--- src/rtl/core/bdp_pkg.sv ---
// ----------------------------------------------------------------------------
// bdp_pkg
// Shared widths, register indexes and the per-candidate gap function for the
// periodic box distance pipeline.
// ----------------------------------------------------------------------------
package bdp_pkg;

   localparam int COORD_W    = 32;  // Q16.16 signed corner
   localparam int PERIOD_W   = 31;  // Q15.16 unsigned period
   localparam int EXT_W      = 35;  // corner +/- period, then a difference
   localparam int CAND_W     = 34;  // candidate gap, before the min
   localparam int GAP_W      = 32;  // kept gap never exceeds the unshifted one
   localparam int SQ_W       = 2 * GAP_W;
   localparam int SUM_W      = SQ_W + 2;  // three squares
   localparam int ROOT_W     = SUM_W / 2;
   localparam int REM_W      = ROOT_W + 4;
   localparam int SHIFTS     = 3;   // unshifted, +period, -period
   localparam int MAX_AXES   = 3;
   localparam int AXIS_LAT   = 4;
   localparam int LATENCY    = AXIS_LAT + 1 + ROOT_W;
   localparam int CSR_IDX_W  = 2;
   localparam int CSR_DATA_W = 32;

   typedef logic signed [EXT_W-1:0]  ext_type;
   typedef logic [CAND_W-1:0]        cand_type;
   typedef logic [CSR_IDX_W-1:0]     csr_idx_type;

   localparam csr_idx_type REG_PERIOD_X = 2'd0;
   localparam csr_idx_type REG_PERIOD_Y = 2'd1;
   localparam csr_idx_type REG_PERIOD_Z = 2'd2;

   // Gap between [min0,max0] and [min1,max1]; zero on overlap. Inverted boxes
   // go through the same two compares.
   function automatic cand_type gap_of(ext_type min0, ext_type max0,
                                       ext_type min1, ext_type max1);
      ext_type diff;
      if (min0 > max1) begin
         diff = min0 - max1;
      end else if (max0 < min1) begin
         diff = min1 - max0;
      end else begin
         diff = '0;
      end
      return diff[CAND_W-1:0];
   endfunction

endpackage

--- src/rtl/core/bdp_axis_gap.sv ---
// ----------------------------------------------------------------------------
// bdp_axis_gap
// One axis: shifted copies of box B, three candidate gaps, their minimum and
// its square. Four register stages.
// ----------------------------------------------------------------------------
module bdp_axis_gap
   import bdp_pkg::*;
(
   input  logic                       clock,
   input  logic                       reset,
   input  logic                       in_valid,
   input  logic signed [COORD_W-1:0]  a_min,
   input  logic signed [COORD_W-1:0]  a_max,
   input  logic signed [COORD_W-1:0]  b_min,
   input  logic signed [COORD_W-1:0]  b_max,
   input  logic [PERIOD_W-1:0]        period,
   output logic                       out_valid,
   output logic [SQ_W-1:0]            out_sq
);

   ext_type  period_ext;
   ext_type  a_min_ff, a_max_ff;
   ext_type  b_min_ff [0:SHIFTS-1];
   ext_type  b_max_ff [0:SHIFTS-1];
   cand_type cand_ff  [0:SHIFTS-1];
   cand_type min_01, min_in;
   logic [GAP_W-1:0] gap_ff;
   logic [SQ_W-1:0]  sq_ff;
   logic valid_a_ff, valid_b_ff, valid_c_ff, valid_d_ff;

   assign period_ext = $signed({{(EXT_W-PERIOD_W){1'b0}}, period});

   always_comb begin
      min_01 = (cand_ff[1] < cand_ff[0]) ? cand_ff[1] : cand_ff[0];
      min_in = (cand_ff[2] < min_01) ? cand_ff[2] : min_01;
   end

   always_ff @(posedge clock) begin
      if (reset) begin
         valid_a_ff <= 1'b0;
         valid_b_ff <= 1'b0;
         valid_c_ff <= 1'b0;
         valid_d_ff <= 1'b0;
      end else begin
         valid_a_ff <= in_valid;
         valid_b_ff <= valid_a_ff;
         valid_c_ff <= valid_b_ff;
         valid_d_ff <= valid_c_ff;
      end
   end

   always_ff @(posedge clock) begin
      a_min_ff    <= EXT_W'(a_min);
      a_max_ff    <= EXT_W'(a_max);
      b_min_ff[0] <= EXT_W'(b_min);
      b_max_ff[0] <= EXT_W'(b_max);
      b_min_ff[1] <= EXT_W'(b_min) + period_ext;
      b_max_ff[1] <= EXT_W'(b_max) + period_ext;
      b_min_ff[2] <= EXT_W'(b_min) - period_ext;
      b_max_ff[2] <= EXT_W'(b_max) - period_ext;
      for (int j = 0; j < SHIFTS; j++) begin
         cand_ff[j] <= gap_of(a_min_ff, a_max_ff, b_min_ff[j], b_max_ff[j]);
      end
      gap_ff <= min_in[GAP_W-1:0];
      sq_ff  <= gap_ff * gap_ff;
   end

   assign out_valid = valid_d_ff;
   assign out_sq    = sq_ff;

   // kept gap fits GAP_W bits since it never exceeds the unshifted one
   a_min_fits: assert property (@(posedge clock) disable iff (reset)
      valid_b_ff |-> (min_in[CAND_W-1:GAP_W] == '0))
      else $error("axis gap exceeds kept width");

   a_min_le_plain: assert property (@(posedge clock) disable iff (reset)
      valid_c_ff |-> (CAND_W'(gap_ff) <= $past(cand_ff[0])))
      else $error("kept gap above unshifted gap");

endmodule

--- config.mk ---
export PLATFORM = sky130hd
export DESIGN_NAME = bdp_axis_gap
export DESIGN_NICKNAME = d
export VERILOG_FILES = /design/src/rtl/core/bdp_pkg.sv /design/src/rtl/core/bdp_axis_gap.sv
export SDC_FILE = /design/constraint.sdc
export NUM_CORES = 2
export LEC_CHECK = 0
export BUFFER_PORTS_ARGS = -buffer_cell sky130_fd_sc_hd__buf_2
export CAP_MARGIN = 0
export CORE_MARGIN = 8
export CORE_UTILIZATION = 33
export CTS_CLUSTER_DIAMETER = 80
export CTS_CLUSTER_SIZE = 12
export DETAILED_ROUTE_END_ITERATION = 8
export SYNTH_ARGS = -nofsm -noshare
export SYNTH_HDL_FRONTEND = slang
export SYNTH_SLANG_ARGS = --single-unit
--- constraint.sdc ---
create_clock -name clock -period 7 [get_ports clock]
set_input_delay 0.35 -clock clock [delete_from_list [all_inputs] [get_ports clock]]
set_output_delay 0.35 -clock clock [all_outputs]
set_load 0.02 [all_outputs]
==> impl_metrics.env <==
export IMPL_end_kind="flip-flop"
export IMPL_cp_data_arrival_time_ns=8.25
export IMPL_grt_max_degree=96
export IMPL_cp_max_fo=12
export IMPL_wire_per_inst_um=18.8
export IMPL_path_clk_slew_ns=0.07
export IMPL_grt_overflow_total=0
export IMPL_grt_usage_pct=18.6
export IMPL_die_w_um=444
export IMPL_maxSlewHeadroom_pct=24.6
export IMPL_crit_top_cell="fa_1"
export IMPL_layout_drive_gt1_share_pct=15.4
export IMPL_synth_commonest_cells="inv_1 (1,389), fa_1 (802), ha_1 (776)"
export IMPL_worstRegToRegCells=26
export IMPL_fin_nets=9337
export IMPL_n_fill_cell=18168
export IMPL_cpMaxStageDelayCell="fa_1"
export IMPL_htree_levels=2
export IMPL_drtPass1Iterations=6
export IMPL_min_from="period[5]"
export IMPL_insertion_delay_ns=0.76
export IMPL_critPathRequiredTime_ns=7.64
export IMPL_cts_buffers=58
export IMPL_ant_nets=0
export IMPL_cp_depth=26
export IMPL_synth_area_per_cell_sq_um=8.84
export IMPL_finalCritPeriodShare_pct=109
export IMPL_netlist_area_sq_um=60500
export IMPL_crit_family="adder cells"
export IMPL_ys_async_sr_fraction_pct=0
export IMPL_final_hold_viol_count=0
export IMPL_finClkSkew_ns=0.0856
export IMPL_worstSetupStartpointType="flip-flop"
export IMPL_finalWorstSetupSlack_ns=-0.613
export IMPL_ys_seq_area_share_pct=15.2
export IMPL_clock_root_buffer="clkbuf_16"
export IMPL_vias_per_cell=4.94
export IMPL_drt_initial_drc_count=2914
export IMPL_rsz0062_at_grt="true"
export IMPL_synth_fp_nets=8587
export IMPL_slowest_delay_ns=0.58
export IMPL_status="finished, violations left"
export IMPL_drv_slew=0
export IMPL_numPortBuffers=225
export IMPL_ys_flop_type="dfxtp_1"
export IMPL_holdWs_ns=0.107
export IMPL_crit_type="flip-flop to flip-flop"
export IMPL_dp_cells=9754
export IMPL_fp_row_count=157
export IMPL_dp_hpwl_mm=160
export IMPL_tritoncts="built"
export IMPL_critPathBufInv=5
export IMPL_pin_count=227
export IMPL_initial_core_util_pct=33.1
export IMPL_period_minus_slack_ns=7.61
export IMPL_core_sq_um=183000
export IMPL_worstReg2RegEnd="out_sq[61]$_DFF_P_"
export IMPL_dieHeight_um=444
export IMPL_worstHoldPathCells=4
export IMPL_area_growth_pct=20.6
export IMPL_antenna_found_initial=5
export IMPL_yosysMostFrequentCell="inv_1"
export IMPL_rrSetupSlack_ns=-0.61
export IMPL_min_path_type="input port to flip-flop"
export IMPL_synthTopCellsByArea="fa_1 (27%), ha_1 (16%), dfxtp_1 (15%)"
export IMPL_final_cells=10013
export IMPL_worst_pin_slew_ns=1.10
export IMPL_cts_sinks=459
export IMPL_synth_cell_types=83
export IMPL_num_vias=49453
export IMPL_setup_violations=27
export IMPL_remaining_drc_errors=0
export IMPL_synth_edf_count=0
export IMPL_ys_ff_latch=459
export IMPL_cap_violations=0
export IMPL_grt_pass1_vias=52364
export IMPL_rr_startpoint="gap_ff[10]$_DFF_P_"
export IMPL_yosysWarnings=0
export IMPL_grt_pass1_wl_mm=293
export IMPL_ctsLongestPathBuffers=3
export IMPL_min_to="b_max_ff[0][41]$_DFF_P_"
export IMPL_violations="negative setup slack"
export IMPL_die_area_sq_um=197000
export IMPL_synth_largest_area_cell="fa_1"
export IMPL_wl_mm=188
export IMPL_fin_tns_setup_ns=-9.86
export IMPL_place_gp_congestion=0.941
export IMPL_synth_cells=6847
export IMPL_fmax_mhz=131
export IMPL_yosysTopAreaCellShare_pct=26.5
how the worst max path moves through the flow:
stage	end	slack, ns	from
6_report	out_sq[61]$_DFF_P_	-0.61	gap_ff[10]$_DFF_P_
3_3_place_gp	out_sq[63]$_DFF_P_	-1.29	gap_ff[7]$_DFF_P_
3_5_place_dp	out_sq[63]$_DFF_P_	-1.48	gap_ff[15]$_DFF_P_
5_1_grt	out_sq[63]$_DFF_P_	-0.91	gap_ff[10]$_DFF_P_
4_1_cts	out_sq[63]$_DFF_P_	-0.71	gap_ff[7]$_DFF_P_
2_1_floorplan	out_sq[61]$_DFF_P_	-0.19	gap_ff[8]$_DFF_P_
cell usage in the layout (no fill, tap or decap), types with 23 or more instances in the layout:
cell,n
inv_1,1364
fa_1,773
ha_1,754
buf_4,511
dfxtp_1,436
nand2_1,389
a21oi_1,343
and2_1,249
nor2_1,240
o21ai_0,225
buf_2,225
a21o_1,205
xnor2_1,202
xor2_1,140
dlygate4sd3_1,132
nand3_1,113
nor3_1,104
nor4_1,71
o21bai_1,64
nand2b_1,61
nor2b_1,59
clkbuf_16,59
nand4_1,52
a31oi_1,43
o21a_1,39
mux2i_1,36
o211a_1,36
o22ai_1,34
buf_12,33
and3_1,31
fa_2,29
buf_6,28
a211oi_1,26
inv_2,24
a31o_2,23
o211ai_1,23
layer usage:
metal	GRT usage, %	vias up	routed length [um]
li1	-	23614	-
met1	25.1	24230	85800
met2	31.1	1319	86100
met3	2.04	288	8850
met4	6.30	2	7110
met5	0	-	10
metrics by stage:
| stage | setup slack [ns] | utilization, % | cell area [sq um] |
|---|---|---|---|
| floorplan | -0.187 | - | 60900 |
| global placement | -1.29 | 37.4 | 68300 |
| detailed placement | -1.48 | 37.4 | 68300 |
| CTS | -0.705 | 39.7 | 72400 |
| global route | -0.905 | 40.0 | 73000 |
| finish | -0.613 | 40.0 | 73000 |
logic make-up after synthesis:
| logic type | count (synthesis) | synth area share [%] |
|---|---|---|
| other | 1 | 0.00620 |
| muxes | 38 | 0.631 |
| AOI/OAI and AO/OA | 1287 | 13.9 |
| and+or+nand+nor | 1491 | 12.4 |
| DFF | 459 | 15.2 |
| adders and majority gates | 1578 | 42.6 |
| buffers and inverters | 1632 | 10.2 |
| xor gates and xnor gates | 361 | 5.23 |
flip-flops by register name, summed over array words and instances (netlist names):
register,cells
cand_ff,102
b_max_ff,97
b_min_ff,97
valid_b_ff,1
a_min_ff,32
out_valid,1
a_max_ff,32
gap_ff,32
valid_c_ff,1
valid_a_ff,1
out_sq,63
timing repair:
| action | CTS | global route |
|---|---|---|
| hold buffers | 132 | 0 |
| cloned | 1 | 1 |
| buffers inserted | 23 | 15 |
| setup endpoints to repair | 43 | 40 |
| resized for setup | 185 | 116 |
| endpoints found under the hold margin | 140 | 0 |
| pin swaps | 125 | 61 |
final cells by class:
cell class / count / area, sq um / share of cell area [%]
multi-input combinational: 4756 / 46400 / 63.5
timing repair buffer: 932 / 7330 / 10.0
clock buffer: 63 / 1500 / 2.06
clock inverter: 27 / 352 / 0.482
inverter: 1390 / 5220 / 7.15
sequential: 459 / 9240 / 12.7
antenna: 1 / 2.50 / 0.00343
tap: 2385 / 2980 / 4.09
worst register-to-register path: cells and delay by family, from the launching register on:
kind                     cells  cell delay [ns]
flip-flops                   1             0.37
XOR/XNOR                     1             0.13
AO/OA/AOI/OAI               10             1.98
AND/OR/NAND/NOR              1             0.20
adder cells (fa/ha/maj)      9             4.30
buffers and inverters        5             0.55
Power is not shown: default switching activity piles up to over one toggle a cycle in this logic, so the estimate is an artifact.
