==> src/rtl/core/bdp_pkg.sv <==
// ----------------------------------------------------------------------------
// bdp_pkg
// Shared widths, register indexes and the per-candidate gap function for the
// periodic box distance pipeline.
// ----------------------------------------------------------------------------
package bdp_pkg;

   localparam int COORD_W    = 32;  // Q16.16 signed corner
   localparam int PERIOD_W   = 31;  // Q15.16 unsigned period
   localparam int EXT_W      = 35;  // corner +/- period, then a difference
   localparam int CAND_W     = 34;  // candidate gap, before the min
   localparam int GAP_W      = 32;  // kept gap never exceeds the unshifted one
   localparam int SQ_W       = 2 * GAP_W;
   localparam int SUM_W      = SQ_W + 2;  // three squares
   localparam int ROOT_W     = SUM_W / 2;
   localparam int REM_W      = ROOT_W + 4;
   localparam int SHIFTS     = 3;   // unshifted, +period, -period
   localparam int MAX_AXES   = 3;
   localparam int AXIS_LAT   = 4;
   localparam int LATENCY    = AXIS_LAT + 1 + ROOT_W;
   localparam int CSR_IDX_W  = 2;
   localparam int CSR_DATA_W = 32;

   typedef logic signed [EXT_W-1:0]  ext_type;
   typedef logic [CAND_W-1:0]        cand_type;
   typedef logic [CSR_IDX_W-1:0]     csr_idx_type;

   localparam csr_idx_type REG_PERIOD_X = 2'd0;
   localparam csr_idx_type REG_PERIOD_Y = 2'd1;
   localparam csr_idx_type REG_PERIOD_Z = 2'd2;

   // Gap between [min0,max0] and [min1,max1]; zero on overlap. Inverted boxes
   // go through the same two compares.
   function automatic cand_type gap_of(ext_type min0, ext_type max0,
                                       ext_type min1, ext_type max1);
      ext_type diff;
      if (min0 > max1) begin
         diff = min0 - max1;
      end else if (max0 < min1) begin
         diff = min1 - max0;
      end else begin
         diff = '0;
      end
      return diff[CAND_W-1:0];
   endfunction

endpackage

==> src/rtl/core/bdp_isqrt.sv <==
// ----------------------------------------------------------------------------
// bdp_isqrt
// Pipelined restoring integer square root, one root bit per stage.
// ----------------------------------------------------------------------------
module bdp_isqrt
   import bdp_pkg::*;
(
   input  logic               clock,
   input  logic               reset,
   input  logic               in_valid,
   input  logic [SUM_W-1:0]   in_rad,
   output logic               out_valid,
   output logic [ROOT_W-1:0]  out_root
);

   localparam int LAST = ROOT_W - 1;

   logic [SUM_W-1:0]  rad_ff  [0:LAST];
   logic [REM_W-1:0]  rem_ff  [0:LAST];
   logic [ROOT_W-1:0] root_ff [0:LAST];
   logic [LAST:0]     vld_ff;

   for (genvar k = 0; k < ROOT_W; k++) begin : g_stage
      logic [SUM_W-1:0]  rad_cur;
      logic [REM_W-1:0]  rem_cur;
      logic [ROOT_W-1:0] root_cur;
      logic              vld_cur;
      logic [REM_W-1:0]  rem_sh;
      logic [REM_W-1:0]  trial;
      logic [REM_W:0]    diff;
      logic              take;

      if (k == 0) begin : g_first
         assign rad_cur  = in_rad;
         assign rem_cur  = '0;
         assign root_cur = '0;
         assign vld_cur  = in_valid;
      end else begin : g_next
         assign rad_cur  = rad_ff[k-1];
         assign rem_cur  = rem_ff[k-1];
         assign root_cur = root_ff[k-1];
         assign vld_cur  = vld_ff[k-1];
      end

      // bring down the next two radicand bits, try root*4+1
      assign rem_sh = {rem_cur[REM_W-3:0], rad_cur[SUM_W-1 -: 2]};
      assign trial  = {{(REM_W-ROOT_W-2){1'b0}}, root_cur, 2'b01};
      assign diff   = {1'b0, rem_sh} - {1'b0, trial};
      assign take   = ~diff[REM_W];

      always_ff @(posedge clock) begin
         if (reset) begin
            vld_ff[k] <= 1'b0;
         end else begin
            vld_ff[k] <= vld_cur;
         end
      end

      always_ff @(posedge clock) begin
         rad_ff[k]  <= rad_cur << 2;
         rem_ff[k]  <= take ? diff[REM_W-1:0] : rem_sh;
         root_ff[k] <= {root_cur[ROOT_W-2:0], take};
      end
   end

   assign out_valid = vld_ff[LAST];
   assign out_root  = root_ff[LAST];

   // restoring invariant: remainder never above twice the root
   a_rem_bound: assert property (@(posedge clock) disable iff (reset)
      vld_ff[LAST] |-> (rem_ff[LAST] <= REM_W'({root_ff[LAST], 1'b0})))
      else $error("square root remainder out of bound");

endmodule

==> config.mk <==
export PLATFORM = sky130hd
export DESIGN_NAME = bdp_isqrt
export DESIGN_NICKNAME = d
export VERILOG_FILES = /design/src/rtl/core/bdp_pkg.sv /design/src/rtl/core/bdp_isqrt.sv
export SDC_FILE = /design/constraint.sdc
export NUM_CORES = 2
export LEC_CHECK = 0
export BUFFER_PORTS_ARGS = -buffer_cell sky130_fd_sc_hd__buf_4
export CAP_MARGIN = 20
export CORE_MARGIN = 2
export CORE_UTILIZATION = 60
export DETAILED_ROUTE_END_ITERATION = 10
export GPL_TIMING_DRIVEN = 0
export MAX_ROUTING_LAYER = met4
export PLACE_DENSITY = 0.77
export SYNTH_ARGS = -nofsm -noshare
export SYNTH_HDL_FRONTEND = slang
export SYNTH_MEMORY_MAX_BITS = 65536
export SYNTH_SLANG_ARGS = --single-unit
==> constraint.sdc <==
create_clock -name clock -period 4.38 [get_ports clock]
set_clock_uncertainty 0.1 [all_clocks]
set_input_delay 1.314 -clock clock [delete_from_list [all_inputs] [get_ports clock]]
set_output_delay 1.314 -clock clock [all_outputs]
set_load 0.05 [all_outputs]
==> results.ini <==
[final_layout]
syn_to_final_growth_pct = 13.16
post_route_cells_drive_above_1_share_pct = 7.122
final_non_filler_cell_total = 12220
design.final.nets = 10480
final.fill_count = 12100

[pwr]
vdd.ir_drop.worst_uv = 466.1
p_seq_share_pct = 48.2
power.share.switching_pct = 27.97
combinationalPowerShare_pct = 16.5
pwr-share-clk_pct = 35.3
cellPowerDensity_mw_per_mm2 = 603.4
total_switching_power_uw = 18510
cell_internal_pwr_uw = 47650
leakagePower_uw = 0.05186
fin_total_pwr_uw = 66160

[timing]
max_slew.worst_pin.slew_ns = 1.061
layout_worst_path_cycle_share_pct = 96.26
worst_slew_margin_rel_pct = 28.17
rsz0062_at_grt = yes
min_period_ns = 4.216
final_hold_viol_count = 0
finalWorstSetupSlack_ns = 0.1636
setup_viol = 0
achievable-frequency_ghz = 0.2372
finalMaxSlewViolations = 0

[floorplanning]
floorplan.io_pins = 103
fp-row-count = 147
die_ar_mm2 = 0.1647
dieHeight_um = 405.9
floorplan.core_area_mm2 = 0.1604
initial_utilization_pct = 60.41
die_w_um = 405.9

[clocking]
clock_insertion_delay_worst_skew_ns = 0.92
cts.hold.buffers_added = 0
root_buffer = sky130_fd_sc_hd__clkbuf_16
cts_made_buffers = 280
post-cts-setup-buffer-count = 0
cts.clk_slew.worst_paths_ns = 0.06
cts_num_sinks = 2709
clockBufferDepth = 4
cts_tree = done
cts_max_level = 5

[status]
outcome = finished, final reports clean

[synthesis]
synthFlopType = sky130_fd_sc_hd__dfxtp_1
synthesis.area_mm2 = 0.09689
post_synth_num_cell_types = 90
ys.warnings.count = 0
synth_seq_area_share_pct = 55.97
post-synth-top-area-cell = sky130_fd_sc_hd__dfxtp_1
synthDominantCellAreaShare_pct = 55.97
synth-edff-count = 0
postSynthAreaPerCell_um2 = 10.24
synthesis.nets = 10090
synth_seq_cells = 2709
synth_area_leaders = sky130_fd_sc_hd__dfxtp_1 56%, sky130_fd_sc_hd__ha_1 7.2%, sky130_fd_sc_hd__xor2_1 4.3%
asyncSetResetFlopFracSynth_pct = 0
netlist_instances = 9464

[worst_setup_path]
arrival_time_worst_endpoint_ns = 4.88
worstSetupStartpoint = root_ff[0][792]
kind_of_end_point_of_the_critical_path = register
r2r_start = root_ff[0][792]
critical_path_required_ns = 5.04
timing.setup.critical_path_class = reg -> reg
setup.worst_path.start_class = register
worst-path-max-fanout = 10

[drt]
antenna_violating_nets_post_route = 0
drt_wl_total_mm = 209.0
drt-pass1-iter-count = 8
vias = 66440
via_density_per_instance = 5.439
post-route-drc-count = 0
drt_iter0_markers = 4057
detail_route.wl_per_cell_um = 17.11

[min_path]
hold_path_startpoint = rad_ff[0][1469]
hold_class = reg -> reg

[global_routing]
grt_antenna_before_repair = 2
grt_max_degree = 20
grt_pass1_vias = 66880
gr-usage-all-layers_pct = 25.92
globalRoute.totalOverflow = 0
grt_pass1_wl_mm = 337.7

[placement]
placedCellCount = 11730
pre_cts_ws_ns = -0.4189
port-buffer-count = 102
place.gp.congestion = 0.9370
hpwlAfterDp_mm = 150.3

[flow_run]
maxCapViolCount = 0

cells in the mapped netlist, drive strengths merged (13+ instances only):
cell type / count
o21ai: 557
a21o: 218
nand2: 692
nor3b: 21
o2111ai: 19
xnor2: 394
o21bai: 36
o31a: 19
nand4b: 13
nand2b: 135
nor2: 545
or4: 59
and2: 30
a211oi: 39
nand4: 47
buf: 30
a31oi: 54
nor3: 223
o41ai: 20
inv: 733
or2: 45
nand3: 134
o21a: 122
and3: 49
nor2b: 113
mux2: 58
a21oi: 547
o31ai: 74
o211ai: 41
a211o: 19
nand3b: 24
dfxtp: 2709
a21boi: 22
nor4b: 16
ha: 560
clkbuf: 165
xor2: 475
nor4: 125
or3: 96
mux2i: 16
logic make-up (layout without fill, tap and decap cells):
| group | after synthesis | count (layout) | share of synthesized area, % |
|---|---|---|---|
| buffers and inverters | 930 | 1519 | 3.626 |
| other | 1 | 4 | 0.003870 |
| muxes | 74 | 74 | 0.8393 |
| adders and majority gates | 560 | 560 | 7.231 |
| AOI/OAI and AO/OA | 1922 | 1922 | 12.31 |
| xor gates and xnor gates | 869 | 869 | 7.855 |
| and+or+nand+nor | 2399 | 2399 | 12.17 |
| DFF | 2709 | 2709 | 55.97 |
through the flow:
stage / TNS, ns / hold WS [ns] / cell area [µm²] / utilization [%]
3_3_place_gp: -17.21 / 0.2095 / 100400 / 62.58
4_1_cts: 0 / 0.1804 / 109500 / 68.30
6_report: 0 / 0.1849 / 109600 / 68.37
3_5_place_dp: -21.78 / 0.2121 / 100400 / 62.58
2_1_floorplan: 0 / 0.2096 / 96890 / -
5_1_grt: -0.05413 / 0.1913 / 109600 / 68.37
worst paths after layout:
check / end / slack, ns / depth (start not counted)
max: rem_ff[0][934] / 0.16 / 12
min: rad_ff[0][1535] / 0.18 / 0
min reg2reg: rad_ff[0][1535] / 0.18 / 0
max reg2reg: rem_ff[0][934] / 0.16 / 12
worst max-delay path, stage by stage (launching register included):
cell and delay [ns]:
sky130_fd_sc_hd__dfxtp_1 0.43, sky130_fd_sc_hd__inv_1 0.07, sky130_fd_sc_hd__ha_1 0.22, sky130_fd_sc_hd__or3_1 0.39, sky130_fd_sc_hd__o221ai_1 0.24, sky130_fd_sc_hd__or4b_2 0.63, sky130_fd_sc_hd__a21oi_1 0.38, sky130_fd_sc_hd__o31a_1 0.29
sky130_fd_sc_hd__nand2_1 0.14, sky130_fd_sc_hd__a21oi_1 0.23, sky130_fd_sc_hd__clkbuf_2 0.31, sky130_fd_sc_hd__clkbuf_2 0.29, sky130_fd_sc_hd__mux2_2 0.37
layout by cell type, fill, tap and decap left out, types with 53 or more instances in the layout:
master | synthesis | final
sky130_fd_sc_hd__a21oi_1 | 547 | 544
sky130_fd_sc_hd__inv_1 | 732 | 732
sky130_fd_sc_hd__ha_1 | 560 | 560
sky130_fd_sc_hd__buf_4 | 0 | 102
sky130_fd_sc_hd__nor2_1 | 545 | 543
sky130_fd_sc_hd__mux2_2 | 55 | 55
sky130_fd_sc_hd__xor2_1 | 475 | 475
sky130_fd_sc_hd__nand3_1 | 134 | 134
sky130_fd_sc_hd__or3_1 | 95 | 95
sky130_fd_sc_hd__clkbuf_1 | 165 | 194
sky130_fd_sc_hd__clkbuf_8 | 0 | 53
sky130_fd_sc_hd__a31oi_1 | 54 | 53
sky130_fd_sc_hd__nor4_1 | 124 | 123
sky130_fd_sc_hd__o21ai_0 | 555 | 551
sky130_fd_sc_hd__or4_1 | 58 | 58
sky130_fd_sc_hd__xnor2_1 | 394 | 394
sky130_fd_sc_hd__o21a_1 | 122 | 122
sky130_fd_sc_hd__dfxtp_1 | 2709 | 2709
sky130_fd_sc_hd__o31ai_1 | 74 | 74
sky130_fd_sc_hd__nand2_1 | 692 | 692
sky130_fd_sc_hd__nand2b_1 | 133 | 133
sky130_fd_sc_hd__a21o_1 | 218 | 218
sky130_fd_sc_hd__nor3_1 | 223 | 223
sky130_fd_sc_hd__clkbuf_16 | 0 | 285
sky130_fd_sc_hd__nor2b_1 | 113 | 113
repair_timing:
item                       CTS  global route
hold endpoints to repair     0             0
setup endpoints to repair  169           209
gates resized for setup     22            37
pin swaps                    0             0
per-layer routing:
layer,share of wire [%],global-route usage (%)
met2,49,44.48
met1,43,30.00
met4,4.3,11.72
met5,0,-
met3,4.1,3.835
cell type report:
cell class / instances / area [µm²] / area share, %
clock buffers: 387 / 8045 / 7.337
inverters: 735 / 2760 / 2.517
well taps: 2160 / 2703 / 2.465
clock inverters: 96 / 1089 / 0.9928
repair buffers: 107 / 797.0 / 0.7269
diodes: 3 / 7.507 / 0.006847
plain buffers: 194 / 784.5 / 0.7155
multi-input cells: 5825 / 39230 / 35.78
flip-flops and latches: 2709 / 54230 / 49.46
sequential cells by signal (all words and copies together) (netlist names):
signal	count
rad_ff	1056
rem_ff	1059
g_stage.vld_cur	32
root_ff	561
out_valid	1
power by group through the flow:
| stage | logic, µW | clock network, µW | registers (µW) |
|---|---|---|---|
| 2_1_floorplan | 8470 | 0 | 31200 |
| 3_3_place_gp | 10500 | 0 | 32200 |
| 3_5_place_dp | 10700 | 0 | 32200 |
| 4_1_cts | 10800 | 23900 | 31800 |
| 5_1_grt | 12200 | 24900 | 32300 |
| 6_report | 10900 | 23400 | 31900 |
No activity file was read; power rests on OpenSTA's default activity.
